## src/led_blink_code_serializer_assert.svh

```systemverilog
// Assertion macros shared by the blink-code serializer RTL.
// Every macro expects signals named clk and rst_n in the enclosing module.
`ifndef LED_BLINK_CODE_SERIALIZER_ASSERT_SVH
`define LED_BLINK_CODE_SERIALIZER_ASSERT_SVH

// Same-cycle implication, checked out of reset only
`define LBCS_ASSERT_IMPLIES(lbl, ante, cons, msg) \
    lbl: assert property (@(posedge clk) disable iff (!rst_n) (ante) |-> (cons)) \
        else $error(msg);

// Next-cycle implication, checked out of reset only
`define LBCS_ASSERT_NEXT(lbl, ante, cons, msg) \
    lbl: assert property (@(posedge clk) disable iff (!rst_n) (ante) |=> (cons)) \
        else $error(msg);

`endif

```

## src/lbcs_pkg.sv

```systemverilog
// Shared types and constants for the LED blink-code serializer.
// No dependencies; imported by lbcs_fifo and led_blink_code_serializer.
`timescale 1ns / 1ps

package lbcs_pkg;

    // Fixed field widths
    localparam int CODE_FIELD_W   = 64;
    localparam int TICK_W         = 16;
    localparam int CODE_BITS_W    = 7;
    localparam int CFG_DATA_W     = 16;
    localparam int CFG_INDEX_W    = 3;
    localparam int QUEUED_W       = 4;

    // Parameter defaults
    localparam int QUEUE_DEPTH_DEF = 8;
    localparam int CODE_WIDTH_DEF  = 64;

    // Register reset values
    localparam logic [CODE_BITS_W-1:0] CODE_BITS_RST   = 7'd64;
    localparam logic [TICK_W-1:0]      BIT_TICKS_RST   = 16'd200;
    localparam logic [TICK_W-1:0]      PAUSE_TICKS_RST = 16'd1000;
    localparam logic [TICK_W-1:0]      RESUME_TICKS_RST = 16'd1000;

    // Item kinds
    typedef enum logic [1:0] {
        MODE_TICK    = 2'd0,
        MODE_SHOW    = 2'd1,
        MODE_SUSPEND = 2'd2
    } mode_t;

    // Configuration register indexes
    typedef enum logic [CFG_INDEX_W-1:0] {
        CFG_ENABLED         = 3'd0,
        CFG_SUSPEND_ALLOWED = 3'd1,
        CFG_CODE_BITS       = 3'd2,
        CFG_BIT_TICKS       = 3'd3,
        CFG_PAUSE_TICKS     = 3'd4,
        CFG_RESUME_TICKS    = 3'd5
    } cfg_index_t;

    // Player phases
    typedef enum logic [2:0] {
        PH_WAIT    = 3'd0,
        PH_BIT     = 3'd1,
        PH_RELEASE = 3'd2,
        PH_PAUSE   = 3'd3,
        PH_SUSPEND = 3'd4
    } phase_t;

    // Input item
    typedef struct packed {
        logic [1:0]              mode;
        logic [CODE_FIELD_W-1:0] code;
        logic                    led;
    } item_t;

    // Result item
    typedef struct packed {
        logic                red_level;
        logic                green_level;
        logic                accepted;
        logic                queue_drained;
        logic [QUEUED_W-1:0] queued;
    } result_t;

    // Queue commands from the player
    typedef struct packed {
        logic push;
        logic pop;
    } fifo_cmd_t;

endpackage

```

## src/lbcs_fifo.sv

```systemverilog
// Code queue: head register in front of a small memory with registered read.
// Depends on lbcs_pkg and led_blink_code_serializer_assert.svh.
`timescale 1ns / 1ps
`include "led_blink_code_serializer_assert.svh"

module lbcs_fifo import lbcs_pkg::*; #(
    parameter int QUEUE_DEPTH = QUEUE_DEPTH_DEF,
    parameter int CODE_WIDTH  = CODE_WIDTH_DEF,
    localparam int CNT_W      = $clog2(QUEUE_DEPTH + 1)
) (
    input  logic                  clk,
    input  logic                  rst_n,
    input  fifo_cmd_t             cmd,
    input  logic [CODE_WIDTH-1:0] wdata,
    output logic [CODE_WIDTH-1:0] head,
    output logic [CNT_W-1:0]      count
);

    localparam int MEM_AW    = (QUEUE_DEPTH > 1) ? $clog2(QUEUE_DEPTH) : 1;
    localparam int MEM_DEPTH = 1 << MEM_AW;

    logic [CODE_WIDTH-1:0] mem_reg [MEM_DEPTH];
    logic [CODE_WIDTH-1:0] head_reg, head_next;
    logic [CODE_WIDTH-1:0] rd_data_reg;
    logic [CNT_W-1:0]      count_reg, count_next;
    logic [MEM_AW-1:0]     rd_ptr_reg, rd_ptr_next;
    logic [MEM_AW-1:0]     wr_ptr_reg, wr_ptr_next;
    logic                  mem_we;

    // Oldest entry lives in head_reg; the rest sit in memory in order.
    // Push and pop never come in the same cycle.
    always_comb
    begin
        head_next   = head_reg;
        count_next  = count_reg;
        rd_ptr_next = rd_ptr_reg;
        wr_ptr_next = wr_ptr_reg;
        mem_we      = 1'b0;
        if (cmd.push)
        begin
            if (count_reg == '0)
            begin
                head_next = wdata;
            end
            else
            begin
                mem_we      = 1'b1;
                wr_ptr_next = wr_ptr_reg + 1'b1;
            end
            count_next = count_reg + 1'b1;
        end
        else if (cmd.pop)
        begin
            if (count_reg > CNT_W'(1))
            begin
                head_next   = rd_data_reg;
                rd_ptr_next = rd_ptr_reg + 1'b1;
            end
            count_next = count_reg - 1'b1;
        end
    end

    // Control state
    always_ff @(posedge clk or negedge rst_n)
    begin
        if (!rst_n)
        begin
            count_reg  <= '0;
            rd_ptr_reg <= '0;
            wr_ptr_reg <= '0;
        end
        else
        begin
            count_reg  <= count_next;
            rd_ptr_reg <= rd_ptr_next;
            wr_ptr_reg <= wr_ptr_next;
        end
    end

    // Memory and data path; read data tracks the next read pointer,
    // with a forward of a same-cycle write to that entry.
    always_ff @(posedge clk)
    begin
        head_reg <= head_next;
        if (mem_we)
        begin
            mem_reg[wr_ptr_reg] <= wdata;
        end
        if (mem_we && (wr_ptr_reg == rd_ptr_next))
        begin
            rd_data_reg <= wdata;
        end
        else
        begin
            rd_data_reg <= mem_reg[rd_ptr_next];
        end
    end

    assign head  = head_reg;
    assign count = count_reg;

    `LBCS_ASSERT_IMPLIES(a_push_room, cmd.push, count_reg < CNT_W'(QUEUE_DEPTH), "push into full queue")
    `LBCS_ASSERT_IMPLIES(a_pop_data, cmd.pop, count_reg != '0, "pop from empty queue")
    `LBCS_ASSERT_IMPLIES(a_one_cmd, cmd.push, !cmd.pop, "push and pop in one cycle")

endmodule

```

## src/led_blink_code_serializer.sv

```systemverilog
// Top level of the LED blink-code serializer; depends on lbcs_pkg, lbcs_fifo and the
// assertion macros in led_blink_code_serializer_assert.svh.
// Path: an input transfer goes through the input register, then the result register,
// before the earliest result transfer.
// Throughput: one item per cycle while result_ready holds; both stages refill in the cycle they empty.
// Reset (rst_n, async, active low): registers to reset values, queue empty, player waiting.
`timescale 1ns / 1ps
`include "led_blink_code_serializer_assert.svh"

module led_blink_code_serializer import lbcs_pkg::*; #(
    parameter int QUEUE_DEPTH = QUEUE_DEPTH_DEF,
    parameter int CODE_WIDTH  = CODE_WIDTH_DEF
) (
    input  logic                   clk,
    input  logic                   rst_n,
    input  logic                   item_valid,
    output logic                   item_ready,
    input  item_t                  item,
    output logic                   result_valid,
    input  logic                   result_ready,
    output result_t                result,
    input  logic                   cfg_we,
    input  logic [CFG_INDEX_W-1:0] cfg_index,
    input  logic [CFG_DATA_W-1:0]  cfg_wdata
);

    localparam int CNT_W = $clog2(QUEUE_DEPTH + 1);
    localparam int BL_W  = $clog2(CODE_WIDTH);

    // Configuration registers
    logic                   enabled_reg;
    logic                   suspend_allowed_reg;
    logic [CODE_BITS_W-1:0] code_bits_reg;
    logic [TICK_W-1:0]      bit_ticks_reg;
    logic [TICK_W-1:0]      pause_ticks_reg;
    logic [TICK_W-1:0]      resume_ticks_reg;

    // Pipeline registers
    logic    in_valid_reg, in_valid_next;
    item_t   in_item_reg;
    logic    out_valid_reg, out_valid_next;
    result_t out_item_reg, out_item_next;
    result_t out_item_comb;
    logic    proc;

    // Player state
    phase_t                phase_reg, phase_next;
    logic [CODE_WIDTH-1:0] shift_reg, shift_next;
    logic [BL_W-1:0]       bits_left_reg, bits_left_next;
    logic [TICK_W-1:0]     timer_reg, timer_next;
    logic                  use_green_reg, use_green_next;
    logic                  susp_reg, susp_next;
    logic                  drained_reg, drained_next;

    // Queue interface
    fifo_cmd_t             fifo_cmd;
    logic [CODE_WIDTH-1:0] fifo_head;
    logic [CNT_W-1:0]      fifo_count;
    logic [CNT_W-1:0]      count_after;

    // Player helpers
    logic [CODE_WIDTH-1:0]  show_code;
    logic [CODE_BITS_W-1:0] code_len;
    logic [BL_W-1:0]        bl_init;
    logic [TICK_W-1:0]      bit_t1, pause_t1, resume_t1;
    logic                   start, between, susp_eff;
    logic [CODE_WIDTH-1:0]  start_data;
    logic                   level;

    // Configuration writes
    always_ff @(posedge clk or negedge rst_n)
    begin
        if (!rst_n)
        begin
            enabled_reg         <= 1'b0;
            suspend_allowed_reg <= 1'b0;
            code_bits_reg       <= CODE_BITS_RST;
            bit_ticks_reg       <= BIT_TICKS_RST;
            pause_ticks_reg     <= PAUSE_TICKS_RST;
            resume_ticks_reg    <= RESUME_TICKS_RST;
        end
        else if (cfg_we)
        begin
            case (cfg_index)
                CFG_ENABLED:         enabled_reg         <= cfg_wdata[0];
                CFG_SUSPEND_ALLOWED: suspend_allowed_reg <= cfg_wdata[0];
                CFG_CODE_BITS:       code_bits_reg       <= cfg_wdata[CODE_BITS_W-1:0];
                CFG_BIT_TICKS:       bit_ticks_reg       <= cfg_wdata;
                CFG_PAUSE_TICKS:     pause_ticks_reg     <= cfg_wdata;
                CFG_RESUME_TICKS:    resume_ticks_reg    <= cfg_wdata;
                default:             ;
            endcase
        end
    end

    // Handshake: input register advances when the result register can take a result
    assign proc          = in_valid_reg && (!out_valid_reg || result_ready);
    assign item_ready    = !in_valid_reg || proc;
    assign in_valid_next = (item_valid && item_ready) || (in_valid_reg && !proc);
    assign out_valid_next = proc || (out_valid_reg && !result_ready);

    // Derived settings: clamped length and zero-as-one durations
    always_comb
    begin
        if (code_bits_reg == '0)
        begin
            code_len = CODE_BITS_W'(1);
        end
        else if (code_bits_reg > CODE_BITS_W'(CODE_WIDTH))
        begin
            code_len = CODE_BITS_W'(CODE_WIDTH);
        end
        else
        begin
            code_len = code_bits_reg;
        end
    end

    assign bl_init   = BL_W'(code_len - 1'b1);
    assign bit_t1    = (bit_ticks_reg == '0) ? TICK_W'(1) : bit_ticks_reg;
    assign pause_t1  = (pause_ticks_reg == '0) ? TICK_W'(1) : pause_ticks_reg;
    assign resume_t1 = (resume_ticks_reg == '0) ? TICK_W'(1) : resume_ticks_reg;
    assign show_code = {in_item_reg.code[CODE_WIDTH-1:1], in_item_reg.led};
    assign susp_eff  = (phase_reg == PH_SUSPEND) ? 1'b0 : susp_reg;

    // Next state of the player, queue commands and the accepted flag
    always_comb
    begin
        phase_next     = phase_reg;
        shift_next     = shift_reg;
        bits_left_next = bits_left_reg;
        timer_next     = timer_reg;
        use_green_next = use_green_reg;
        susp_next      = susp_reg;
        drained_next   = drained_reg;
        fifo_cmd       = '0;
        start          = 1'b0;
        start_data     = show_code;
        between        = 1'b0;
        out_item_next  = out_item_reg;
        out_item_next.accepted = 1'b0;

        if (proc)
        begin
            case (in_item_reg.mode)
                MODE_TICK:
                begin
                    if (phase_reg != PH_WAIT)
                    begin
                        if (timer_reg > TICK_W'(1))
                        begin
                            timer_next = timer_reg - 1'b1;
                        end
                        else
                        begin
                            timer_next = '0;
                            case (phase_reg)
                                PH_BIT:
                                begin
                                    shift_next     = {shift_reg[CODE_WIDTH-2:0], 1'b0};
                                    bits_left_next = bits_left_reg - 1'b1;
                                    timer_next     = bit_t1;
                                    if (bits_left_reg == BL_W'(1))
                                    begin
                                        phase_next = PH_RELEASE;
                                    end
                                end
                                PH_RELEASE:
                                begin
                                    drained_next = (fifo_count == '0);
                                    phase_next   = PH_PAUSE;
                                    timer_next   = pause_t1;
                                end
                                PH_PAUSE:
                                begin
                                    between = 1'b1;
                                end
                                PH_SUSPEND:
                                begin
                                    susp_next = 1'b0;
                                    between   = 1'b1;
                                end
                                default:
                                begin
                                    phase_next = PH_WAIT;
                                end
                            endcase
                        end
                    end
                end
                MODE_SHOW:
                begin
                    if (enabled_reg && (fifo_count < CNT_W'(QUEUE_DEPTH)))
                    begin
                        out_item_next.accepted = 1'b1;
                        if ((phase_reg == PH_WAIT) && (fifo_count == '0))
                        begin
                            start = 1'b1;
                        end
                        else
                        begin
                            fifo_cmd.push = 1'b1;
                        end
                    end
                end
                MODE_SUSPEND:
                begin
                    if (suspend_allowed_reg)
                    begin
                        susp_next = 1'b1;
                    end
                end
                default:
                begin
                end
            endcase

            // Gap between codes: suspend first, then the next queued code
            if (between)
            begin
                if (susp_eff)
                begin
                    phase_next = PH_SUSPEND;
                    timer_next = resume_t1;
                end
                else if (fifo_count != '0)
                begin
                    fifo_cmd.pop = 1'b1;
                    start_data   = fifo_head;
                    start        = 1'b1;
                end
                else
                begin
                    phase_next = PH_WAIT;
                end
            end

            // Load a new code into the player
            if (start)
            begin
                shift_next     = start_data;
                use_green_next = start_data[0];
                bits_left_next = bl_init;
                timer_next     = bit_t1;
                phase_next     = (bl_init != '0) ? PH_BIT : PH_RELEASE;
            end
        end
    end

    // Result fields from the updated state
    assign count_after = fifo_count + CNT_W'(fifo_cmd.push) - CNT_W'(fifo_cmd.pop);
    assign level       = !shift_next[CODE_WIDTH-1];

    always_comb
    begin
        result_t r;
        r = out_item_next;
        if (proc)
        begin
            r.red_level     = 1'b1;
            r.green_level   = 1'b1;
            if (phase_next == PH_BIT)
            begin
                if (use_green_next)
                begin
                    r.green_level = level;
                end
                else
                begin
                    r.red_level = level;
                end
            end
            r.queue_drained = drained_next;
            r.queued        = QUEUED_W'(count_after);
        end
        out_item_comb = r;
    end

    // Control registers
    always_ff @(posedge clk or negedge rst_n)
    begin
        if (!rst_n)
        begin
            in_valid_reg  <= 1'b0;
            out_valid_reg <= 1'b0;
            phase_reg     <= PH_WAIT;
            shift_reg     <= '0;
            bits_left_reg <= '0;
            timer_reg     <= '0;
            use_green_reg <= 1'b0;
            susp_reg      <= 1'b0;
            drained_reg   <= 1'b0;
        end
        else
        begin
            in_valid_reg  <= in_valid_next;
            out_valid_reg <= out_valid_next;
            phase_reg     <= phase_next;
            shift_reg     <= shift_next;
            bits_left_reg <= bits_left_next;
            timer_reg     <= timer_next;
            use_green_reg <= use_green_next;
            susp_reg      <= susp_next;
            drained_reg   <= drained_next;
        end
    end

    // Payload registers
    always_ff @(posedge clk)
    begin
        if (item_valid && item_ready)
        begin
            in_item_reg <= item;
        end
        if (proc)
        begin
            out_item_reg <= out_item_comb;
        end
    end

    lbcs_fifo #(
        .QUEUE_DEPTH (QUEUE_DEPTH),
        .CODE_WIDTH  (CODE_WIDTH)
    ) u_fifo (
        .clk   (clk),
        .rst_n (rst_n),
        .cmd   (fifo_cmd),
        .wdata (show_code),
        .head  (fifo_head),
        .count (fifo_count)
    );

    assign result_valid = out_valid_reg;
    assign result       = out_item_reg;

    `LBCS_ASSERT_IMPLIES(a_wait_empty, phase_reg == PH_WAIT, fifo_count == '0, "waiting with queued codes")
    `LBCS_ASSERT_IMPLIES(a_bit_left, phase_reg == PH_BIT, bits_left_reg != '0, "showing with no bits left")
    `LBCS_ASSERT_IMPLIES(a_one_pin, result_valid, result.red_level || result.green_level, "both pins lit")

endmodule
```

## config.mk

```make
export PLATFORM = sky130hd
export DESIGN_NAME = led_blink_code_serializer
export DESIGN_NICKNAME = d
export VERILOG_FILES = /design/src/lbcs_pkg.sv /design/src/lbcs_fifo.sv /design/src/led_blink_code_serializer.sv
export VERILOG_INCLUDE_DIRS = /design/src /design/src/src
export SDC_FILE = /design/constraint.sdc
export NUM_CORES = 1
export LEC_CHECK = 0
export BUFFER_PORTS_ARGS = -buffer_cell sky130_fd_sc_hd__buf_2
export CAP_MARGIN = 0
export CORE_ASPECT_RATIO = 2
export CORE_MARGIN = 2
export CORE_UTILIZATION = 45
export CTS_BUF_LIST = sky130_fd_sc_hd__clkbuf_8
export DETAILED_ROUTE_END_ITERATION = 10
export GPL_TIMING_DRIVEN = 0
export SETUP_SLACK_MARGIN = 0.2
export SLEW_MARGIN = 0
export SYNTH_ARGS = -nofsm -noshare
export SYNTH_HDL_FRONTEND = slang
export SYNTH_HIERARCHICAL = 1
export SYNTH_SLANG_ARGS = --single-unit
```

## constraint.sdc

```tcl
create_clock -name clk -period 7.3 [get_ports clk]
set_clock_uncertainty 0.05 [all_clocks]
set_input_delay 1.46 -clock clk [delete_from_list [all_inputs] [get_ports clk]]
set_output_delay 1.46 -clock clk [all_outputs]
set_load 0.03 [all_outputs]
```

After elaboration in Yosys (flattened, before gate mapping). Memories as Yosys holds them, arrays and structs flattened. A register that Yosys moved wholly into a read port is not among the register bits. Cells that the tools add are included.

Bitwise logic cells: 2. Equal/unequal tests: 18. Reduce and logical (&&, ||, !) cells: 45. Add/subtract/negate cells: 9. Magnitude comparators: 4. Multiplexer cells: 82.

Operators with widths (number): $mux 64 (13); $mux 16 (9); $logic_not 16->1 (3); $mux 6 (7); $mux 3 (12); $mux 1 (34); $pmux 16 s2 (1); $gt 16x1->1 const B (1); $reduce_and 2->1 (8); $sub 16x1->16 const B (1); $eq 3x2->1 const B (4); $reduce_bool 2->1 (6); $sub 6x1->6 const B (2); $reduce_and 5->1 (2); $eq 3x1->1 const B (3); $eq 3x3->1 const B (3); $pmux 3 s3 (1); $mux 4 (2); $gt 7x7->1 const B (1); $logic_not 7->1 (1); $add 3x1->3 const B (2); $eq 6x1->1 const B (1); $logic_and 1x1->1 (6); $logic_not 3->1 (2); other kinds (22) (35).

Output and inout port bits: 10. Input port bits: 91. Bits in registers: 300. Bits in writable memories: 512. Memories kept: 1.

Memory list: u_fifo.mem_reg (depth 8, bits a word 64, rd ports 1, clocked after Yosys merged registers in 1, wr ports 1, RTL line lbcs_fifo.sv:22) `logic [CODE_WIDTH-1:0] mem_reg [MEM_DEPTH];`.

Logic depth before layout (Yosys ltp). Gate-level depths: netlist (run 1).

Word-level depth: 14. Mapped depth: 13.

By module. The synthesis (run 1) kept the hierarchy.

Modules (own cells, without submodules): lbcs_fifo (area each 23107.2 um^2, instances 1, seq. area each 17606.9 um^2, cells each 1223); led_blink_code_serializer (area each 10508.8 um^2, instances 1, seq. area each 6020.8 um^2, cells each 950).

Least setup slack after synthesis (run 1). Ideal clock, no wire load.

Path type: in2reg. From: in result_ready. To: mem u_fifo/mem_reg[1][0] (netlist name) (enable). Data required time: 6685 ps. Slack: -1036 ps. Arrival: 7721 ps. Stages on the path: 11. Buffers on the path: 4. Path through: nand2b_1 nand2_1 inv_1 clkbuf_1 clkbuf_1 nand2_1 nor2_1 buf_2 buf_2 nand3_1 nor3_1.

RTL lines: from (decl) (RTL line led_blink_code_serializer.sv:20) `input logic result_ready,`; to (decl) (RTL line lbcs_fifo.sv:22).

==> results of run 1 <==
==> worst max-delay path: cells and delay by family <==
| kind | cells | cell delay [ns] |
|---|---|---|
| buf+inv | 9 | 2.95 |
| simple gates | 6 | 1.84 |
==> cell type report <==
cell class	instances	area, um2
antenna	1	2.50
buffer	134	786
clock buffer	117	1610
clock inverter	87	510
fill	6193	35600
inverter	29	109
multi-input combinational	1196	9190
sequential	814	23600
tap	929	1160
timing repair buffer	132	1300
==> how the worst min path moves through the flow <==
stage / start / end / cells after the start
6_report: u_fifo/rd_ptr_reg[2] / u_fifo/rd_ptr_reg[2] / 1
5_1_grt: shift_reg[20] / shift_reg[20] / 2
3_5_place_dp: u_fifo/rd_ptr_reg[2] / u_fifo/rd_ptr_reg[2] / 1
2_1_floorplan: u_fifo/rd_ptr_reg[2] / u_fifo/rd_ptr_reg[2] / 1
3_3_place_gp: u_fifo/rd_ptr_reg[2] / u_fifo/rd_ptr_reg[2] / 1
4_1_cts: u_fifo/rd_ptr_reg[2] / u_fifo/rd_ptr_reg[2] / 1
==> power by group through the flow <==
stage,registers [mW],clock network (mW),logic [mW]
finish,5.53,3.39,0.680
global route,5.54,3.66,0.743
CTS,5.52,3.48,0.685
detailed placement,5.62,0,0.681
global placement,5.62,0,0.619
floorplan,5.50,0,0.396
==> per-layer routing <==
metal | global-route usage [%] | wire, um | vias up
met5 | 0 | 16 | -
met4 | 17.7 | 7360 | 2
met3 | 4.45 | 4690 | 290
met2 | 50.5 | 55800 | 769
met1 | 25.2 | 32000 | 10500
li1 | - | - | 9072
==> per-stage QoR <==
stage,cells,area [um2]
global placement,3199,35300
floorplan,2173,33600
CTS,3438,38300
global route,3439,38300
detailed placement,3234,36200
finish,3439,38300
==> cells in the final DEF (no fill, tap or decap), drive strengths merged, types with 69 or more instances in the layout <==
cell    synthesis  routed
buf            53     185
dfrtp         145     145
nor2           81      81
o31ai          71      71
edfxtp        650     650
o21ai          99      99
o22ai          73      73
a22o           69      69
nand2         142     142
mux2          186     186
mux2i         131     131
clkbuf         81     198
==> cell families after synthesis <==
group | share of synthesized area, %
XOR/XNOR | 0.261
AO/OA/AOI/OAI | 11.0
buffers and inverters | 2.66
AND/OR/NAND/NOR | 4.95
multiplexers | 10.1
adder cells (fa/ha/maj) | 0.692
flip-flops | 70.3
==> run_results.csv, run 1 <==
group,metric,value,unit
outcome,status,"complete, but fails checks",
outcome,failed_checks,"capacitance limit, slew limit",
drt,dr.pass1.iters,5,
yosys,yosysTopAreaCell,"edfxtp_1",
pwr,powerDensity,251,nW/um2
pwr,power,9.60,mW
global_route,antenna_found_initial,3,
yosys,netlist_top_cells_area,"edfxtp_1, dfrtp_1, mux2_2",
worst_setup_path,cpPeakStageDelay,0.89,ns
worst_setup_path,crit_arrival,6.33,ns
yosys,yosysTopAreaCellShare,58.1,%
timing,setup_violations,0,
pwr,p_leak,13.1,nW
pwr,clkPwrFrac,35.3,%
global_route,grt_pass1_vias,22000,
layout,syn2layout_area_growth,13.9,%
yosys,synth.most_common_cell,"edfxtp_1",
timing,setup_slack,1.37,ns
drt,routed_wirelength,99.9,mm
flow_run,maxCapViolations,2,
clock_network,clk_transition_reported_paths,0.06,ns
clock_network,cts-resized-gates,0,
yosys,synthArstFlopShare,19.8,%
layout,fin_nets,2528,
yosys,synthCells,2173,
die,coreArea,73900,um2
pwr,combPwrFrac,7.1,%
timing,period_needed,5.93,ns
worst_setup_path,reg2reg_depth,14,
yosys,postSynthAreaPerCell,15.5,um2
pwr,switching_share,25.2,%
die,dieHeight,391,um
die,die_x,197,um
yosys,yosysUniqueCellTypes,75,
pwr,seqPwrFrac,57.6,%
yosys,ys_seq_area_share,70.3,%
clock_network,cts_tree,"built",
timing,drv_slew,7,
worst_setup_path,r2r_setup_slack,1.77,ns
worst_setup_path,critPathLaunch,"result_ready",
die,io-pin-count,101,
timing,tightest_slew,1.58,ns
drt,drt-wirelength-per-cell,29.1,um
worst_setup_path,end_kind,"flop",
worst_setup_path,critPathCapture,"u_fifo/mem_reg[1][23]",
drt,ant_nets,0,
yosys,ys.flop_type,"edfxtp_1",
layout,largest_reg_flops,512,
worst_setup_path,critical_path_class,"primary input to flop",
drt,vias_per_cell,6.00,
layout,drive_gt1_share,23.9,%
timing,final.period_utilization,81.2,%
timing,rsz0062_at_grt,"no",
clock_network,cts-root-buf,"clkbuf_8",
pwr,p_int,7.18,mW
worst_hold_path,hp-class,"flop to flop",
global_route,grt_pass1_wl,145,mm
yosys,yosysWarnings,6,
worst_setup_path,required,7.70,ns
clock_network,clk_path_buf_depth,3,
global_route,grt.overflow.total,0,
placed_design,port_buffers,97,
yosys,syn_area,33600,um2
drt,drtIter0Drc,1327,
timing,slew_headroom,-6.15,%
clock_network,h-tree-depth,3,
die,start_util,45.5,%
timing,finalSetupTns,0,ns
drt,dr_total_vias,20600,
placed_design,gp_congestion,0.959,
drt,remaining_drc_errors,0,
worst_setup_path,cp_max_fo,17,
clock_network,cts-buffers-inserted,112,
worst_setup_path,slowest_stage,"clkbuf_1",
worst_setup_path,startpoint_type,"primary input",
die,fp.dieArea,77000,um2
clock_network,clock_latency,0.78,ns
clock_network,postCtsSetupBuffers,0,
placed_design,hpwl,70.9,mm
yosys,yosys-top-cells-count,"edfxtp_1, mux2_2, dfrtp_1, nand2_1, mux2i_1",
placed_design,place_worst_setup_slack,0.650,ns
global_route,grt_max_degree,86,
yosys,synth_edf_count,650,
yosys,synth_fp_nets,2282,
global_route,grt.total_usage,26.3,%
yosys,ys_ff_latch,814,
pwr,p_sw,2.42,mW
timing,whs,0.427,ns
clock_network,cts-hold-fix-buffers,0,
clock_network,cts_sinks,814,
die,num_rows,141,
timing,finalHoldViolCount,0,
worst_setup_path,timing.rr.start,"result_valid",
pwr,peakVddDrop,0.139,mV
worst_setup_path,path_cells,"buf_2 > nand2b_1 > nand2_1 > inv_1 > clkbuf_1 > clkbuf_1 > nand2_1 > nor2_1 > buf_2 > buf_2 > nand3_1 > nor3_4 > buf_16 > buf_16 > buf_16",
worst_setup_path,timing.rr.end,"u_fifo/mem_reg[1][23]",
layout,fin_util,51.8,%
timing,max_freq,0.169,GHz
No activity file was read; power rests on OpenSTA's default activity.
==> run 2: changes to the inputs <==
clock period = 5.75 ns   (was 7.3 ns; I/O delays follow)
==> run 2 against run 1 <==
Against the previous run:
- the run now ends clean
- wire length is 2.1% lower
- first-iteration DRC count rose by 12%
- critical path type unchanged
- highest routed layer is now met4
- hold slack worse by 0.19 ns
- die area unchanged
- non-clock buffer count is 6 lower
- sequential power is 27% higher
- final cell count decreased by 0.23%
==> run_results.csv, run 2 (synthesis gave the netlist of run 1 again) <==
group,metric,value,unit
timing,final.period_utilization,91.6,%
pwr,combPwrFrac,7.0,%
clock_network,postCtsSetupBuffers,0,
pwr,seqPwrFrac,57.6,%
clock_network,clk_transition_reported_paths,0.08,ns
die,die_x,197,um
pwr,clkPwrFrac,35.4,%
global_route,grt.total_usage,25.8,%
clock_network,h-tree-depth,3,
pwr,p_leak,13.1,nW
worst_setup_path,cpMostUsedCell,"buf_2",
worst_setup_path,crit_arrival,5.65,ns
worst_setup_path,path_cells,"buf_2 > nand2b_1 > nand2_1 > inv_1 > clkbuf_1 > clkbuf_2 > nand2_1 > nor2_1 > buf_2 > buf_2 > nand3_1 > nor2_4 > buf_12 > buf_12",
worst_setup_path,reg2reg_depth,13,
global_route,grt.overflow.total,0,
layout,syn2layout_area_growth,13.4,%
timing,setup_violations,0,
die,start_util,45.5,%
global_route,grt_pass1_vias,21900,
timing,period_needed,5.27,ns
outcome,status,"completed",
worst_setup_path,cpPeakStageDelay,0.81,ns
drt,ant_nets,0,
timing,tightest_slew,1.33,ns
drt,dr.pass1.iters,6,
pwr,peakVddDrop,0.261,mV
pwr,p_int,9.14,mW
pwr,switching_share,24.8,%
drt,vias_per_cell,5.96,
pwr,p_sw,3.02,mW
global_route,grt_max_degree,109,
timing,rsz0062_at_grt,"no",
layout,layout_common_cells,"edfxtp_1, mux2_2, dfrtp_1",
clock_network,clock_latency,0.78,ns
clock_network,cts_tree,"built",
global_route,antenna_found_initial,2,
worst_setup_path,required,6.13,ns
die,dieHeight,391,um
timing,whs,0.238,ns
global_route,grt_pass1_wl,142,mm
timing,finalHoldViolCount,0,
drt,routed_wirelength,97.8,mm
layout,nFillCells,6226,
layout,fin_util,51.6,%
drt,dr_total_vias,20500,
placed_design,hpwl,68.1,mm
clock_network,cts-buffers-inserted,110,
worst_setup_path,end_kind,"flop",
clock_network,cts-hold-fix-buffers,0,
timing,max_freq,0.190,GHz
die,coreArea,73900,um2
die,io-pin-count,101,
clock_network,cts-root-buf,"clkbuf_8",
clock_network,clk_path_buf_depth,3,
layout,fin_nets,2520,
timing,slew_headroom,10.6,%
worst_setup_path,slowest_stage,"nor2_4",
pwr,powerDensity,319,nW/um2
drt,remaining_drc_errors,0,
layout,layout_commonest_cell,"edfxtp_1",
placed_design,gp_congestion,0.971,
worst_setup_path,critical_path_class,"primary input to flop",
die,num_rows,141,
timing,drv_slew,0,
worst_hold_path,hp-class,"primary input to async pin",
clock_network,cts_sinks,814,
placed_design,port_buffers,97,
die,fp.dieArea,77000,um2
drt,drt-wirelength-per-cell,28.5,um
worst_setup_path,startpoint_type,"primary input",
drt,drtIter0Drc,1484,
layout,drive_gt1_share,23.6,%
flow_run,maxCapViolations,0,
layout,largest_reg_flops,512,
clock_network,cts-resized-gates,1,
worst_setup_path,cp_max_fo,23,
[run 2: through the flow]
stage	TNS, ns	setup WS, ns	area (um2)	std cells	total power, mW
after floorplan	-218.05	-0.563	33600	2173	7.49
after global placement	-2567.14	-5.06	35300	3199	7.90
after detailed placement	-165.57	-0.696	36000	3228	7.97
after CTS	0	0.470	38100	3430	12.3
after global routing	0	0.307	38100	3431	12.6
final	0	0.481	38100	3431	12.2
[run 2: per-layer routing]
layer	share of wire (%)	global-route usage [%]
met3	4.7	3.74
met5	0	0
met4	7.7	18.5
met2	55	48.4
met1	33	25.4
[run 2: final timing paths]
| kind | start | to | slack, ns |
|---|---|---|---|
| worst max-delay path | result_ready | u_fifo/mem_reg[5][13] | 0.48 |
| worst max register to register | result_valid | u_fifo/mem_reg[5][13] | 0.58 |
| worst min register to register | u_fifo/rd_ptr_reg[2] | u_fifo/rd_ptr_reg[2] | 0.44 |
| min in group clk | u_fifo/rd_ptr_reg[2] | u_fifo/rd_ptr_reg[2] | 0.44 |
| worst min-delay path | rst_n | bit_ticks_reg[15] | 0.24 |
| max in group asynchronous | rst_n | phase_reg[1] | 4.39 |
[run 2: final cells by class]
class	count	area [um2]	area share, %
clock inverters	82	472	1.24
flip-flops and latches	814	23600	62.0
diodes	1	2.50	0.00657
inverters	29	109	0.286
multi-input cells	1196	9190	24.1
repair buffers	126	1100	2.90
clock buffers	120	1650	4.33
plain buffers	134	787	2.07
well taps	929	1160	3.05
[run 2: critical path, delay by kind of cell]
family        cells  cell delay, ns
simple gates      6            1.84
buf+inv           8            2.58
[run 2: power groups by stage]
| stage | Combinational, mW | Sequential [mW] | Clock, mW |
|---|---|---|---|
| 2_1_floorplan | 0.503 | 6.99 | 0 |
| 3_3_place_gp | 0.786 | 7.12 | 0 |
| 3_5_place_dp | 0.848 | 7.12 | 0 |
| 4_1_cts | 0.854 | 7.00 | 4.42 |
| 5_1_grt | 0.928 | 7.03 | 4.63 |
| 6_report | 0.851 | 7.00 | 4.30 |
==> run 3: changes to the inputs <==
ABC_AREA = 1   (was not set)
==> run 3 against run 2 <==
Against the previous run:
- combinational power increased to 4.3 times the previous value
- area after synthesis increased by 8.7%
- synthesized cell count increased by 68%
- critical path depth unchanged
- core utilization about the same
- global-route usage increased by 1.5 points
- clock-buffer cell count increased by 4
==> run_results.csv, run 3 <==
group,metric,value,unit
clock_network,postCtsSetupBuffers,0,
timing,setup_violations,0,
clock_network,cts_sinks,814,
clock_network,clk_path_buf_depth,3,
layout,layout_common_cells,"nand2_1, edfxtp_1, inv_1",
layout,syn2layout_area_growth,13.3,%
placed_design,dp_cells,4815,
worst_setup_path,timing.rr.start,"u_fifo/count[3]",
drt,dr_total_vias,26500,
yosys,ys_seq_area_share,64.7,%
placed_design,port_buffers,99,
layout,fin_area,41400,um2
clock_network,cts-buffers-inserted,114,
clock_network,clk_transition_reported_paths,0.07,ns
timing,finalHoldViolCount,0,
clock_network,cts-hold-fix-buffers,0,
die,fp.dieArea,83600,um2
timing,finalSetupTns,0,ns
clock_network,cts-resized-gates,0,
placed_design,gp_congestion,0.974,
global_route,grt.total_usage,27.3,%
yosys,yosysTopAreaCellShare,53.4,%
drt,remaining_drc_errors,0,
clock_network,h-tree-depth,3,
worst_setup_path,required,6.24,ns
die,coreArea,80400,um2
yosys,netlist_top_cells_area,"edfxtp_1, nand2_1, dfrtp_1",
pwr,peakVddDrop,0.198,mV
worst_setup_path,end_kind,"flop",
yosys,postSynthAreaPerCell,10.0,um2
timing,max_freq,0.212,GHz
timing,period_needed,4.71,ns
worst_setup_path,critical_path_class,"flop to flop",
drt,drtIter0Drc,1894,
yosys,yosysTopAreaCell,"edfxtp_1",
global_route,grt_pass1_wl,165,mm
layout,drive_gt1_share,13.4,%
flow_run,maxCapViolations,0,
drt,ant_nets,0,
pwr,powerDensity,379,nW/um2
die,num_rows,147,
yosys,synth_edf_count,650,
yosys,synth_fp_nets,3757,
placed_design,hpwl,79.3,mm
global_route,grt.overflow.total,0,
layout,nFillCells,7245,
yosys,yosysUniqueCellTypes,55,
layout,layout_commonest_cell,"nand2_1",
drt,dr.pass1.iters,6,
timing,drv_slew,0,
yosys,yosys-top-cells-count,"nand2_1, edfxtp_1, inv_1, nand3_1, dfrtp_1",
layout,fin_nets,3997,
timing,slew_headroom,25.3,%
global_route,antenna_found_initial,2,
yosys,ys.flop_type,"edfxtp_1",
global_route,grt_pass1_vias,26900,
drt,drt-wirelength-per-cell,22.2,um
die,start_util,45.5,%
die,die_x,205,um
layout,layout.cells.non_filler,5030,
worst_setup_path,startpoint_type,"flop",
worst_setup_path,crit_arrival,5.21,ns
global_route,grt_max_degree,83,
placed_design,placed_area,39000,um2
yosys,synthArstFlopShare,19.8,%
die,io-pin-count,101,
yosys,synthCells,3648,
drt,vias_per_cell,5.27,
drt,routed_wirelength,112,mm
timing,tightest_slew,1.12,ns
worst_hold_path,hp-class,"primary input to async pin",
clock_network,cts-root-buf,"clkbuf_8",
timing,setup_slack,1.04,ns
worst_setup_path,cp_max_fo,20,
outcome,status,"completed",
clock_network,clock_latency,0.81,ns
yosys,syn_area,36500,um2
die,dieHeight,407,um
worst_setup_path,r2r_setup_slack,1.04,ns
yosys,yosysWarnings,6,
pwr,p_leak,17.8,nW
placed_design,place_worst_setup_slack,0.850,ns
yosys,synth.most_common_cell,"nand2_1",
layout,largest_reg_flops,512,
worst_setup_path,critPathLaunch,"u_fifo/count[3]",
yosys,ys_ff_latch,814,
clock_network,cts_tree,"built",
timing,rsz0062_at_grt,"no",
timing,final.period_utilization,82.0,%
## run 3: cell types whose count changed in the layout (fill, tap and decap cells not counted), sizes merged, moves of 38 or more
cell   before   now
a22oi      49     0
a22o       69     1
o21ai      99   137
mux2      186     0
mux2i     131     0
o31ai      71     0
buf       179   252
nand2     142  1073
nand3      15   519
inv        73   650
## run 3: routing by layer
metal  share of wire (%)  track usage, %
met1                  34            27.0
met2                  53            50.8
met3                 4.8            3.97
met4                 8.3            20.4
met5                   0               0
## run 3: final cells by class
class	instances	area [um2]	area share [%]
plain buffers	178	1070	2.57
clock inverters	90	706	1.70
well taps	1043	1310	3.15
inverters	612	2300	5.56
multi-input cells	2044	9620	23.2
diodes	1	2.50	0.00604
flip-flops and latches	814	23600	57.1
clock buffers	124	1710	4.12
repair buffers	124	1080	2.61
## run 3: stage by stage
step | util [%] | power, mW | hold WS (ns)
after detailed placement | 48.5 | 11.0 | 0.409
after CTS | 51.5 | 15.8 | 0.267
after global placement | 47.7 | 10.9 | 0.405
after global routing | 51.5 | 16.4 | 0.324
final | 51.5 | 15.7 | 0.302
after floorplan | - | 9.69 | 0.389
## run 3: where the power goes
group          switching (mW)  internal (mW)  total (mW)  leakage (nW)
Clock                    2.26           2.53        4.79          1.35
Sequential              0.400           6.85        7.25          7.91
Combinational            2.42           1.22        3.64          8.57
Total                    5.08           10.6        15.7          17.8
## run 3: cells by family after synthesis
logic type,share of synthesized area [%]
compound gates,4.63
simple gates,20.5
buf+inv,9.21
fa+ha+maj,0.637
flops,64.7
xor+xnor,0.384
## run 3: path summary, 6_finish.rpt
check                                       endpoint  cells after the start
worst min register to register  u_fifo/rd_ptr_reg[2]                      1
worst min-delay path                     enabled_reg                      1
worst max register to register       u_fifo/head[48]                     14
worst max-delay path                 u_fifo/head[48]                     14
min in group clk                u_fifo/rd_ptr_reg[2]                      1
max in group asynchronous              shift_reg[59]                      2
## run 3: worst max-delay path, cell delays in order, from the launching register on
cell      delay [ns]
dfrtp_1         0.41
inv_1           0.12
ha_1            0.16
nand3_1         0.16
nor2_1          0.29
buf_2           0.34
buf_1           0.74
nor3_1          0.24
clkbuf_2        0.27
inv_1           0.25
buf_2           0.51
o21ai_4         0.29
buf_16          0.25
buf_16          0.18
buf_16          0.17
